===== config.mk =====
export PLATFORM = sky130hd
export DESIGN_NAME = flash_op_gap_scheduler_flat
export DESIGN_NICKNAME = d
export VERILOG_FILES = /design/src/rtl/core/fogs_pkg.sv /design/src/rtl/core/fogs_if.sv /design/src/rtl/core/fogs_ctrl.sv /design/src/rtl/core/fogs_dp.sv /design/src/rtl/core/flash_op_gap_scheduler.sv /design/src/flat_wrapper.sv
export SDC_FILE = /design/constraint.sdc
export NUM_CORES = 2
export LEC_CHECK = 0
export BUFFER_PORTS_ARGS = -buffer_cell sky130_fd_sc_hd__buf_2
export CORE_UTILIZATION = 45
export CTS_BUF_LIST = sky130_fd_sc_hd__clkbuf_16
export DETAILED_ROUTE_END_ITERATION = 16
export PLACE_DENSITY = 0.59
export SLEW_MARGIN = 5
export SYNTH_ARGS = -nofsm -noshare
export SYNTH_HDL_FRONTEND = slang
export SYNTH_SLANG_ARGS = --single-unit

===== constraint.sdc =====
create_clock -name clk -period 30.2 [get_ports clk]
set_input_delay 1.51 -clock clk [delete_from_list [all_inputs] [get_ports clk]]
set_output_delay 1.51 -clock clk [all_outputs]
set_load 0.01 [all_outputs]

===== src/rtl/core/fogs_pkg.sv =====
// shared types and constants of the flash operation gap scheduler
`timescale 1ns / 1ps
package fogs_pkg;

	// defaults of the top level parameters
	localparam int DEF_QUEUE_DEPTH     = 6;
	localparam int DEF_MAX_WRITE_BYTES = 256;

	// configuration registers
	localparam int CFG_DATA_W  = 20;
	localparam int CFG_INDEX_W = 2;
	localparam logic [CFG_INDEX_W-1:0] CFG_ERASE_GUARD = 2'd0;
	localparam logic [CFG_INDEX_W-1:0] CFG_WRITE_BASE  = 2'd1;
	localparam logic [CFG_INDEX_W-1:0] CFG_BURST_TIME  = 2'd2;

	localparam int ERASE_GUARD_W = 20;
	localparam int WRITE_BASE_W  = 16;
	localparam int BURST_TIME_W  = 10;
	localparam logic [ERASE_GUARD_W-1:0] ERASE_GUARD_RST = 20'd21700;
	localparam logic [WRITE_BASE_W-1:0]  WRITE_BASE_RST  = 16'd400;
	localparam logic [BURST_TIME_W-1:0]  BURST_TIME_RST  = 10'd107;

	// field widths
	localparam int MODE_W  = 2;
	localparam int PAGE_W  = 16;
	localparam int ADDR_W  = 32;
	localparam int LENIN_W = 16;
	localparam int TAG_W   = 8;
	localparam int GAP_W   = 32;
	localparam int KIND_W  = 3;
	localparam int COUNT_W = 5;

	// ticks to microseconds: gap * 625 >> 8
	localparam int GAP_SCALE   = 625;
	localparam int GAP_SHIFT   = 8;
	localparam int GAP_SCALE_W = 10;
	localparam int GAP_PROD_W  = GAP_W + GAP_SCALE_W;
	localparam int GAP_US_W    = GAP_PROD_W - GAP_SHIFT;

	localparam int BURST_BYTES = 16;
	localparam int BURST_SHIFT = 4;
	localparam int WORD_BYTES  = 4;

	typedef enum logic [MODE_W-1:0] {
		MODE_ERASE = 2'd0,
		MODE_WRITE = 2'd1,
		MODE_TICK  = 2'd2
	} mode_t;

	typedef enum logic [KIND_W-1:0] {
		KIND_QUEUE = 3'd0,
		KIND_ERASE = 3'd1,
		KIND_BURST = 3'd2,
		KIND_WORD  = 3'd3,
		KIND_DONE  = 3'd4
	} kind_t;

	typedef struct packed {
		logic [MODE_W-1:0]  mode;
		logic [PAGE_W-1:0]  page_number;
		logic [ADDR_W-1:0]  flash_address;
		logic [ADDR_W-1:0]  source_address;
		logic [LENIN_W-1:0] write_length;
		logic [TAG_W-1:0]   request_tag;
		logic [GAP_W-1:0]   gap_ticks;
		logic               flash_idle;
	} req_word_t;

	typedef struct packed {
		logic [KIND_W-1:0]  result_kind;
		logic               accepted;
		logic [PAGE_W-1:0]  erase_page;
		logic [ADDR_W-1:0]  target_address;
		logic [ADDR_W-1:0]  data_address;
		logic [COUNT_W-1:0] byte_count;
		logic [TAG_W-1:0]   done_tag;
		logic               last;
	} rsp_word_t;

	// controller to datapath
	typedef struct packed {
		logic  push;
		logic  rd_head;
		logic  load_guard;
		logic  step_walk;
		logic  pop;
		logic  out_load;
		kind_t out_kind;
		logic  out_last;
	} dp_cmd_t;

	// datapath to controller
	typedef struct packed {
		logic queue_empty;
		logic is_write;
		logic gap_ok;
		logic walk_more;
		logic out_free;
	} dp_stat_t;

endpackage


===== src/rtl/core/fogs_if.sv =====
// request and result channel interfaces
`timescale 1ns / 1ps
interface fogs_req_if;
	import fogs_pkg::*;
	logic               valid;
	logic               ready;
	logic [MODE_W-1:0]  mode;
	logic [PAGE_W-1:0]  page_number;
	logic [ADDR_W-1:0]  flash_address;
	logic [ADDR_W-1:0]  source_address;
	logic [LENIN_W-1:0] write_length;
	logic [TAG_W-1:0]   request_tag;
	logic [GAP_W-1:0]   gap_ticks;
	logic               flash_idle;

	modport source (output valid, mode, page_number, flash_address, source_address,
		write_length, request_tag, gap_ticks, flash_idle, input ready);
	modport sink (input valid, mode, page_number, flash_address, source_address,
		write_length, request_tag, gap_ticks, flash_idle, output ready);
endinterface

interface fogs_rsp_if;
	import fogs_pkg::*;
	logic               valid;
	logic               ready;
	logic [KIND_W-1:0]  result_kind;
	logic               accepted;
	logic [PAGE_W-1:0]  erase_page;
	logic [ADDR_W-1:0]  target_address;
	logic [ADDR_W-1:0]  data_address;
	logic [COUNT_W-1:0] byte_count;
	logic [TAG_W-1:0]   done_tag;
	logic               last;

	modport source (output valid, result_kind, accepted, erase_page, target_address,
		data_address, byte_count, done_tag, last, input ready);
	modport sink (input valid, result_kind, accepted, erase_page, target_address,
		data_address, byte_count, done_tag, last, output ready);
endinterface


===== src/rtl/core/fogs_ctrl.sv =====
// sequencing state machine of the gap scheduler
`timescale 1ns / 1ps
module fogs_ctrl
	import fogs_pkg::*;
(
	input  logic              clk,
	input  logic              arst_n,
	input  logic              req_valid,
	input  logic [MODE_W-1:0] req_mode,
	output logic              req_ready,
	input  dp_stat_t          stat,
	output dp_cmd_t           cmd
);

	typedef enum logic [2:0] {
		ST_IDLE,
		ST_ANSWER,
		ST_GUARD,
		ST_CHECK,
		ST_EMIT,
		ST_DONE
	} state_t;

	state_t state_q, state_d;
	logic   take;

	assign req_ready = (state_q == ST_IDLE);
	assign take      = req_valid && req_ready;

	always_comb begin
		state_d = state_q;
		cmd     = '0;
		cmd.out_kind = KIND_QUEUE;
		unique case (state_q)
			ST_IDLE: begin
				if (take) begin
					if (req_mode == MODE_ERASE || req_mode == MODE_WRITE) begin
						cmd.push = 1'b1;
						state_d  = ST_ANSWER;
					end else if (req_mode == MODE_TICK && !stat.queue_empty) begin
						cmd.rd_head = 1'b1;
						state_d     = ST_GUARD;
					end
				end
			end
			ST_ANSWER: begin
				if (stat.out_free) begin
					cmd.out_load = 1'b1;
					cmd.out_kind = KIND_QUEUE;
					cmd.out_last = 1'b1;
					state_d      = ST_IDLE;
				end
			end
			ST_GUARD: begin
				cmd.load_guard = 1'b1;
				state_d        = ST_CHECK;
			end
			ST_CHECK: begin
				state_d = stat.gap_ok ? ST_EMIT : ST_IDLE;
			end
			ST_EMIT: begin
				if (!stat.is_write) begin
					if (stat.out_free) begin
						cmd.out_load = 1'b1;
						cmd.out_kind = KIND_ERASE;
						state_d      = ST_DONE;
					end
				end else if (!stat.walk_more) begin
					state_d = ST_DONE;
				end else if (stat.out_free) begin
					// datapath picks burst or word from the remaining length
					cmd.out_load  = 1'b1;
					cmd.out_kind  = KIND_BURST;
					cmd.step_walk = 1'b1;
				end
			end
			ST_DONE: begin
				if (stat.out_free) begin
					cmd.out_load = 1'b1;
					cmd.out_kind = KIND_DONE;
					cmd.out_last = 1'b1;
					cmd.pop      = 1'b1;
					state_d      = ST_IDLE;
				end
			end
			default: state_d = ST_IDLE;
		endcase
	end

	always_ff @(posedge clk or negedge arst_n) begin
		if (!arst_n) begin
			state_q <= ST_IDLE;
		end else begin
			state_q <= state_d;
		end
	end

endmodule


===== src/rtl/core/fogs_dp.sv =====
// request queue, guard arithmetic, write splitter and result register
`timescale 1ns / 1ps
module fogs_dp
	import fogs_pkg::*;
#(
	parameter int QUEUE_DEPTH     = DEF_QUEUE_DEPTH,
	parameter int MAX_WRITE_BYTES = DEF_MAX_WRITE_BYTES
) (
	input  logic                   clk,
	input  logic                   arst_n,
	input  logic                   cfg_we,
	input  logic [CFG_INDEX_W-1:0] cfg_index,
	input  logic [CFG_DATA_W-1:0]  cfg_data,
	input  req_word_t              req_word,
	output rsp_word_t              rsp_word,
	output logic                   rsp_valid,
	input  logic                   rsp_ready,
	input  dp_cmd_t                cmd,
	output dp_stat_t               stat
);

	localparam int IDX_W   = (QUEUE_DEPTH > 1) ? $clog2(QUEUE_DEPTH) : 1;
	localparam int CNT_W   = $clog2(QUEUE_DEPTH + 1);
	localparam int SUM_W   = CNT_W + 1;
	localparam int LEN_W   = $clog2(MAX_WRITE_BYTES + 1);
	localparam int POS_W   = LEN_W + 5;
	localparam int PROD_W  = LEN_W + BURST_TIME_W;
	localparam int GUARD_W = (PROD_W + 1 > ERASE_GUARD_W) ? PROD_W + 1 : ERASE_GUARD_W;

	typedef struct packed {
		logic              is_write;
		logic [PAGE_W-1:0] page;
		logic [ADDR_W-1:0] flash_address;
		logic [ADDR_W-1:0] source_address;
		logic [LEN_W-1:0]  length;
		logic [TAG_W-1:0]  tag;
	} slot_t;

	slot_t slot_mem [QUEUE_DEPTH];
	slot_t slot_rd_q;

	logic [ERASE_GUARD_W-1:0] erase_guard_q;
	logic [WRITE_BASE_W-1:0]  write_base_q;
	logic [BURST_TIME_W-1:0]  burst_time_q;

	logic [IDX_W-1:0] head_q;
	logic [CNT_W-1:0] count_q;
	logic [SUM_W-1:0] tail_sum;
	logic [IDX_W-1:0] tail;
	logic             req_ok;
	logic             ok_q;

	logic [GAP_PROD_W-1:0] gap_prod_q;
	logic                  flash_idle_q;
	logic [GUARD_W-1:0]    guard_q;
	logic [PROD_W-1:0]     wr_prod;
	logic [GAP_US_W-1:0]   gap_us;

	logic [POS_W-1:0]   pos_q;
	logic [POS_W-1:0]   len_ext;
	logic [ADDR_W-1:0]  tgt_q;
	logic [ADDR_W-1:0]  src_q;
	logic               is_burst;
	logic [COUNT_W-1:0] word_cnt;

	logic      out_valid_q;
	rsp_word_t out_q;
	rsp_word_t out_d;

	// configuration
	always_ff @(posedge clk or negedge arst_n) begin
		if (!arst_n) begin
			erase_guard_q <= ERASE_GUARD_RST;
			write_base_q  <= WRITE_BASE_RST;
			burst_time_q  <= BURST_TIME_RST;
		end else if (cfg_we) begin
			unique case (cfg_index)
				CFG_ERASE_GUARD: erase_guard_q <= cfg_data[ERASE_GUARD_W-1:0];
				CFG_WRITE_BASE:  write_base_q  <= cfg_data[WRITE_BASE_W-1:0];
				CFG_BURST_TIME:  burst_time_q  <= cfg_data[BURST_TIME_W-1:0];
				default: ;
			endcase
		end
	end

	// queue bookkeeping
	assign tail_sum = SUM_W'(head_q) + SUM_W'(count_q);
	assign tail     = (tail_sum >= SUM_W'(QUEUE_DEPTH)) ?
		IDX_W'(tail_sum - SUM_W'(QUEUE_DEPTH)) : IDX_W'(tail_sum);
	assign req_ok   = (count_q < CNT_W'(QUEUE_DEPTH)) &&
		!(req_word.mode == MODE_WRITE &&
		  req_word.write_length > LENIN_W'(MAX_WRITE_BYTES));

	always_ff @(posedge clk or negedge arst_n) begin
		if (!arst_n) begin
			head_q  <= '0;
			count_q <= '0;
		end else begin
			if (cmd.push && req_ok) begin
				count_q <= count_q + CNT_W'(1);
			end else if (cmd.pop) begin
				count_q <= count_q - CNT_W'(1);
				head_q  <= (head_q == IDX_W'(QUEUE_DEPTH - 1)) ? '0 : head_q + IDX_W'(1);
			end
		end
	end

	always_ff @(posedge clk) begin
		if (cmd.push && req_ok) begin
			slot_mem[tail] <= '{
				is_write:       (req_word.mode == MODE_WRITE),
				page:           req_word.page_number,
				flash_address:  req_word.flash_address,
				source_address: req_word.source_address,
				length:         LEN_W'(req_word.write_length),
				tag:            req_word.request_tag
			};
		end
		if (cmd.rd_head) begin
			slot_rd_q <= slot_mem[head_q];
		end
	end

	// guard arithmetic and write walk
	assign wr_prod = PROD_W'(slot_rd_q.length >> BURST_SHIFT) * PROD_W'(burst_time_q);
	assign gap_us  = gap_prod_q[GAP_PROD_W-1:GAP_SHIFT];

	assign len_ext  = POS_W'(slot_rd_q.length);
	assign is_burst = len_ext > (pos_q + POS_W'(BURST_BYTES));
	assign word_cnt = ((pos_q + POS_W'(WORD_BYTES)) < len_ext) ?
		COUNT_W'(WORD_BYTES) : COUNT_W'(len_ext - pos_q);

	always_ff @(posedge clk) begin
		if (cmd.push) begin
			ok_q <= req_ok;
		end
		if (cmd.rd_head) begin
			gap_prod_q   <= GAP_PROD_W'(req_word.gap_ticks) * GAP_PROD_W'(GAP_SCALE);
			flash_idle_q <= req_word.flash_idle;
		end
		if (cmd.load_guard) begin
			guard_q <= slot_rd_q.is_write ?
				GUARD_W'(wr_prod) + GUARD_W'(write_base_q) : GUARD_W'(erase_guard_q);
			pos_q   <= '0;
			tgt_q   <= slot_rd_q.flash_address;
			src_q   <= slot_rd_q.source_address;
		end else if (cmd.step_walk) begin
			if (is_burst) begin
				pos_q <= pos_q + POS_W'(BURST_BYTES);
				tgt_q <= tgt_q + ADDR_W'(BURST_BYTES);
				src_q <= src_q + ADDR_W'(BURST_BYTES);
			end else begin
				pos_q <= pos_q + POS_W'(WORD_BYTES);
				tgt_q <= tgt_q + ADDR_W'(WORD_BYTES);
				src_q <= src_q + ADDR_W'(WORD_BYTES);
			end
		end
	end

	// result register
	always_ff @(posedge clk or negedge arst_n) begin
		if (!arst_n) begin
			out_valid_q <= 1'b0;
		end else if (cmd.out_load) begin
			out_valid_q <= 1'b1;
		end else if (rsp_ready) begin
			out_valid_q <= 1'b0;
		end
	end

	// next result word, fields that do not apply stay zero
	always_comb begin
		out_d      = '0;
		out_d.last = cmd.out_last;
		unique case (cmd.out_kind)
			KIND_QUEUE: begin
				out_d.result_kind = KIND_QUEUE;
				out_d.accepted    = ok_q;
			end
			KIND_ERASE: begin
				out_d.result_kind = KIND_ERASE;
				out_d.erase_page  = slot_rd_q.page;
			end
			KIND_BURST, KIND_WORD: begin
				out_d.result_kind    = is_burst ? KIND_BURST : KIND_WORD;
				out_d.target_address = tgt_q;
				out_d.data_address   = src_q;
				out_d.byte_count     = is_burst ? COUNT_W'(BURST_BYTES) : word_cnt;
			end
			KIND_DONE: begin
				out_d.result_kind = KIND_DONE;
				out_d.done_tag    = slot_rd_q.tag;
			end
			default: ;
		endcase
	end

	always_ff @(posedge clk) begin
		if (cmd.out_load) begin
			out_q <= out_d;
		end
	end

	assign rsp_word  = out_q;
	assign rsp_valid = out_valid_q;

	assign stat.queue_empty = (count_q == '0);
	assign stat.is_write    = slot_rd_q.is_write;
	assign stat.gap_ok      = (gap_us > GAP_US_W'(guard_q)) && flash_idle_q;
	assign stat.walk_more   = pos_q < len_ext;
	assign stat.out_free    = !out_valid_q || rsp_ready;

endmodule


===== src/rtl/core/flash_op_gap_scheduler.sv =====
// top level of the flash operation gap scheduler
// usage:
//   req channel: one word is a queue request (erase or write) or a tick that
//     carries the radio-free gap length and the flash idle flag
//   rsp channel: a queue answer for every request; for a tick whose head
//     request fits its gap, the flash commands and then a done word
//   cfg port: erase guard, write guard base and per-burst time, written idle
// timing:
//   one word at a time; req.ready is high only while the sequencer is idle
//   request: queued when taken; its answer is loaded once the result register is free
//   tick: head read, guard load and compare, then one result word per cycle while
//     the result register is free, plus an empty step before a write's done word
//   worst item: a 256-byte write gives 15 bursts, 4 words and done
//   a tick on an empty queue is dropped at once, an unmet guard after the compare
// reset: queue empties, guard registers take their defaults, no result held
// stall: the result register holds its word while rsp.ready is low and the
//   sequencer waits; nothing is dropped
`timescale 1ns / 1ps
module flash_op_gap_scheduler
	import fogs_pkg::*;
#(
	parameter int QUEUE_DEPTH     = DEF_QUEUE_DEPTH,
	parameter int MAX_WRITE_BYTES = DEF_MAX_WRITE_BYTES
) (
	input  logic                   clk,
	input  logic                   arst_n,
	fogs_req_if.sink               req,
	fogs_rsp_if.source             rsp,
	input  logic                   cfg_we,
	input  logic [CFG_INDEX_W-1:0] cfg_index,
	input  logic [CFG_DATA_W-1:0]  cfg_data
);

	req_word_t req_word;
	rsp_word_t rsp_word;
	dp_cmd_t   cmd;
	dp_stat_t  stat;

	// pack the request word for the datapath
	assign req_word = '{
		mode:           req.mode,
		page_number:    req.page_number,
		flash_address:  req.flash_address,
		source_address: req.source_address,
		write_length:   req.write_length,
		request_tag:    req.request_tag,
		gap_ticks:      req.gap_ticks,
		flash_idle:     req.flash_idle
	};

	// sequencer: decides which step runs and which result word is loaded
	fogs_ctrl u_ctrl (
		.clk       (clk),
		.arst_n    (arst_n),
		.req_valid (req.valid),
		.req_mode  (req.mode),
		.req_ready (req.ready),
		.stat      (stat),
		.cmd       (cmd)
	);

	// queue memory, guard math, write splitter and the result register
	fogs_dp #(
		.QUEUE_DEPTH     (QUEUE_DEPTH),
		.MAX_WRITE_BYTES (MAX_WRITE_BYTES)
	) u_dp (
		.clk       (clk),
		.arst_n    (arst_n),
		.cfg_we    (cfg_we),
		.cfg_index (cfg_index),
		.cfg_data  (cfg_data),
		.req_word  (req_word),
		.rsp_word  (rsp_word),
		.rsp_valid (rsp.valid),
		.rsp_ready (rsp.ready),
		.cmd       (cmd),
		.stat      (stat)
	);

	// unpack the result word onto the channel
	assign rsp.result_kind    = rsp_word.result_kind;
	assign rsp.accepted       = rsp_word.accepted;
	assign rsp.erase_page     = rsp_word.erase_page;
	assign rsp.target_address = rsp_word.target_address;
	assign rsp.data_address   = rsp_word.data_address;
	assign rsp.byte_count     = rsp_word.byte_count;
	assign rsp.done_tag       = rsp_word.done_tag;
	assign rsp.last           = rsp_word.last;

endmodule


===== src/flat_wrapper.sv =====
// flat-port wrapper written by rule: the top's interface ports become plain ports
module flash_op_gap_scheduler_flat import fogs_pkg::*;
#(
	parameter int QUEUE_DEPTH     = DEF_QUEUE_DEPTH,
	parameter int MAX_WRITE_BYTES = DEF_MAX_WRITE_BYTES
)
  (clk, arst_n, cfg_we, cfg_index, cfg_data, req_valid, req_mode, req_page_number, req_flash_address, req_source_address, req_write_length, req_request_tag, req_gap_ticks, req_flash_idle, req_ready, rsp_valid, rsp_result_kind, rsp_accepted, rsp_erase_page, rsp_target_address, rsp_data_address, rsp_byte_count, rsp_done_tag, rsp_last, rsp_ready);
  fogs_req_if req_i ();
  fogs_rsp_if rsp_i ();
  input  logic clk;
  input  logic arst_n;
  input  logic cfg_we;
  input  logic [CFG_INDEX_W-1:0] cfg_index;
  input  logic [CFG_DATA_W-1:0] cfg_data;
  input wire logic [$bits(req_i.valid)-1:0] req_valid;
  input wire logic [$bits(req_i.mode)-1:0] req_mode;
  input wire logic [$bits(req_i.page_number)-1:0] req_page_number;
  input wire logic [$bits(req_i.flash_address)-1:0] req_flash_address;
  input wire logic [$bits(req_i.source_address)-1:0] req_source_address;
  input wire logic [$bits(req_i.write_length)-1:0] req_write_length;
  input wire logic [$bits(req_i.request_tag)-1:0] req_request_tag;
  input wire logic [$bits(req_i.gap_ticks)-1:0] req_gap_ticks;
  input wire logic [$bits(req_i.flash_idle)-1:0] req_flash_idle;
  output wire logic [$bits(req_i.ready)-1:0] req_ready;
  output wire logic [$bits(rsp_i.valid)-1:0] rsp_valid;
  output wire logic [$bits(rsp_i.result_kind)-1:0] rsp_result_kind;
  output wire logic [$bits(rsp_i.accepted)-1:0] rsp_accepted;
  output wire logic [$bits(rsp_i.erase_page)-1:0] rsp_erase_page;
  output wire logic [$bits(rsp_i.target_address)-1:0] rsp_target_address;
  output wire logic [$bits(rsp_i.data_address)-1:0] rsp_data_address;
  output wire logic [$bits(rsp_i.byte_count)-1:0] rsp_byte_count;
  output wire logic [$bits(rsp_i.done_tag)-1:0] rsp_done_tag;
  output wire logic [$bits(rsp_i.last)-1:0] rsp_last;
  input wire logic [$bits(rsp_i.ready)-1:0] rsp_ready;
  assign req_i.valid = req_valid;
  assign req_i.mode = req_mode;
  assign req_i.page_number = req_page_number;
  assign req_i.flash_address = req_flash_address;
  assign req_i.source_address = req_source_address;
  assign req_i.write_length = req_write_length;
  assign req_i.request_tag = req_request_tag;
  assign req_i.gap_ticks = req_gap_ticks;
  assign req_i.flash_idle = req_flash_idle;
  assign req_ready = req_i.ready;
  assign rsp_valid = rsp_i.valid;
  assign rsp_result_kind = rsp_i.result_kind;
  assign rsp_accepted = rsp_i.accepted;
  assign rsp_erase_page = rsp_i.erase_page;
  assign rsp_target_address = rsp_i.target_address;
  assign rsp_data_address = rsp_i.data_address;
  assign rsp_byte_count = rsp_i.byte_count;
  assign rsp_done_tag = rsp_i.done_tag;
  assign rsp_last = rsp_i.last;
  assign rsp_i.ready = rsp_ready;
  flash_op_gap_scheduler #(.QUEUE_DEPTH(QUEUE_DEPTH), .MAX_WRITE_BYTES(MAX_WRITE_BYTES)) u_core (.clk(clk), .arst_n(arst_n), .req(req_i), .rsp(rsp_i), .cfg_we(cfg_we), .cfg_index(cfg_index), .cfg_data(cfg_data));
endmodule

==> results.cfg <==
[synthesis]
netlist.area_leader.share_pct = 60.2
yosysUniqueCellTypes = 77
syn_area_um2 = 45100
synth_area_leaders = edfxtp_1 (60%), fa_1 (5.4%), ha_1 (5.3%)
synth-async-reset-ratio_pct = 5.76
yosysWarnings = 0
postSynthNetCount = 3471
synth-seq-area-share_pct = 63.9
syn_inst = 2992
synth_edf_count = 904
synth_ff_type = edfxtp_1
ys_ff_latch = 972
syn_avg_cell_area_um2 = 15.1
yosysTopAreaCell = edfxtp_1

[power]
combPwrFrac_pct = 32.1
powerDensity_nw_per_um2 = 89.5
switching_power_w = 0.00148
peakVddDrop_uv = 53.1
seqPwrFrac_pct = 41.0
p_sw_share_pct = 32.2
leakage_nw = 19.4
p_int_w = 0.00311
pwr-share-clk_pct = 26.9

[cts]
cts-resized-gates = 0
cts_sinks = 972
cts_buffers = 102
h-tree-depth = 3
clkTransAtPathRegs_ns = 0.06
root_buffer = clkbuf_16
cts_tree = done
clockBufferDepth = 3
hold_buffers = 0
cts_setup_buffers = 0
clk_latency_ns = 0.68

[worst_setup_path]
worstPathRequired_ns = 30.62
end_kind = register
start_kind = primary input
worstPathArrival_ns = 6.26
crit_fanout = 5
critPathKind = primary input to register

[route]
antenna_left = 0
avgRoutedWirePerCell_um = 21.5
vias = 24800
drc = 0
routed_via_density = 5.30
postRouteWirelength_um = 100000
dr.first_iter.drc_count = 1385
dr.pass1.iters = 5

[layout]
final_nets = 3768
ff_latch_area_um2 = 28800
nFillCells = 8179
final_cell_area_um2 = 51300
layout_common_cells = edfxtp_1 (904), inv_1 (308), buf_2 (265), nor2_1 (191), ha_1 (191)
drive_above_1_share_pct = 19.4
mostFrequentLayoutCell = edfxtp_1
multiInputGateArea_um2 = 14900
area_growth_pct = 13.8

[timing]
max_slew.worst_pin.slew_ns = 1.16
final.setup.tns_ns = 0
slew_violations = 0
final.setup_skew_ns = 0.0310
post-route-worst-setup-slack_ns = 24.36
finalHoldViolations = 0
period_needed_ns = 5.84
period_share_pct = 19.3
relSlewSlack_pct = 22.2
setup_viol = 0
max_freq_mhz = 171
rsz0062_at_grt = no

[floorplanning]
fp.coreArea_um2 = 98900
die_w_um = 319
die_h_um = 319
ios = 266
die_area_um2 = 101000
initial_core_util_pct = 45.6
rows = 115

[run]
drv_cap = 0

[global_route]
grt_pass1_vias = 26500
grt_first_pass_wirelength_um = 156000
antenna_found_initial = 26
grt_start_max_net_pins = 115
grt-ovfl-total = 0
grt_usage_pct = 20.2

[placed_design]
place_ws_ns = 23.69
hpwl_um = 64600
port-buffer-count = 265
post_dp_cell_area_um2 = 48000
place.gp.congestion = 0.850

[run_status]
status = complete, no violations

[min_path]
hold_path_class = register to register
critical path, cell delays in order:
cell and delay [ns]:
buf_2 0.12, inv_1 0.11, fa_1 0.55, inv_1 0.04, ha_1 0.29, fa_1 0.48, ha_1 0.29, inv_1 0.05
fa_1 0.49, inv_1 0.05, ha_1 0.35, a2111oi_0 0.40, a211oi_1 0.09, o21ai_1 0.19, a211o_1 0.27, a211oi_2 0.12
nor2_1 0.37, o211a_1 0.26, o21bai_1 0.08, xor2_1 0.14
flip-flops by register name (all words and copies together), names as in the netlist, 9 cells and up:
signal,cells
u_core.u_dp.slot_mem,588
u_core.u_dp.rsp_word,98
u_core.u_dp.slot_rd_q,88
u_core.u_dp.gap_prod_q,34
u_core.u_dp.src_q,32
u_core.u_dp.tgt_q,32
u_core.u_dp.erase_guard_q,20
u_core.u_dp.guard_q,20
u_core.u_dp.write_base_q,16
u_core.u_dp.pos_q,12
u_core.u_dp.burst_time_q,10
u_core.u_dp.len_ext,9
layout make-up:
class,instances,area share [%]
multi-input combinational,1629,29.0
clock inverter,86,1.56
antenna,10,0.0487
clock buffer,102,4.97
timing repair buffer,295,3.05
inverter,289,2.12
tap,1287,3.14
sequential,972,56.1
path summary, 6_finish.rpt:
| kind | startpoint | end | slack [ns] | depth (start not counted) |
|---|---|---|---|---|
| setup / recovery | req_gap_ticks[6] | u_core.u_dp.gap_prod_q[40] | 24.36 | 20 |
| hold / removal | u_core.u_dp.erase_guard_q[17] | u_core.u_dp.erase_guard_q[17] | 0.50 | 1 |
| setup reg to reg | u_core.u_dp.len_ext[8] | u_core.u_dp.guard_q[16] | 25.03 | 15 |
| hold reg to reg | u_core.u_dp.erase_guard_q[17] | u_core.u_dp.erase_guard_q[17] | 0.50 | 1 |
| max in group asynchronous | arst_n | u_core.u_dp.head_q[2] | 28.60 | 2 |
| min in group asynchronous | arst_n | u_core.u_dp.erase_guard_q[0] | 1.00 | 2 |
metrics by stage:
| step | total power [W] | instances | utilization, % | hold slack [ns] |
|---|---|---|---|---|
| final | 0.00459 | 4670 | 51.9 | 0.505 |
| after global routing | 0.00489 | 4665 | 51.9 | 0.527 |
| after global placement | 0.00338 | 4472 | 48.5 | 0.484 |
| after CTS | 0.00466 | 4660 | 51.9 | 0.509 |
| after detailed placement | 0.00341 | 4472 | 48.5 | 0.495 |
| after floorplan | 0.00298 | 2992 | - | 0.473 |
kinds of logic (layout without fill, tap and decap cells):
kind of cell	count (synthesis)	in the layout	synth area share [%]
other cells	0	10	0
flops	972	972	63.9
buf+inv	391	772	3.31
simple gates	610	610	6.78
compound gates	334	334	4.49
fa+ha+maj	313	313	10.7
xor+xnor	112	112	2.18
mux	260	260	8.66
power groups by stage:
stage               registers, W  logic, W  clock network (W)
finish                   0.00188   0.00147            0.00124
detailed placement       0.00191   0.00149                  0
CTS                      0.00189   0.00150            0.00127
floorplan                0.00190   0.00108                  0
global route             0.00191   0.00167            0.00132
global placement         0.00191   0.00147                  0
layer usage:
layer | wire, µm | up-vias | global-route usage, %
li1 | - | 11500 | -
met1 | 42700 | 12600 | 26.4
met2 | 49900 | 516 | 34.3
met3 | 5440 | 169 | 4.29
met4 | 2270 | 28 | 5.03
met5 | 168 | - | 0
Yosys cell counts (all sizes together), types with 11 or more instances:
| master | number |
|---|---|
| xor2 | 41 |
| fa | 122 |
| dfstp | 14 |
| inv | 289 |
| nand2 | 115 |
| edfxtp | 904 |
| nand3 | 27 |
| nand2b | 11 |
| and2 | 137 |
| nand4 | 16 |
| ha | 191 |
| mux4 | 98 |
| dfxtp | 12 |
| a21oi | 145 |
| clkbuf | 56 |
| o21ai | 87 |
| mux2i | 102 |
| nor2b | 15 |
| xnor2 | 71 |
| nor2 | 197 |
| mux2 | 60 |
| a21o | 24 |
| dfrtp | 42 |
| buf | 46 |
| nor3 | 29 |
| o21a | 17 |
| and3 | 21 |
Note: power is estimated with default switching activity, not from simulation.
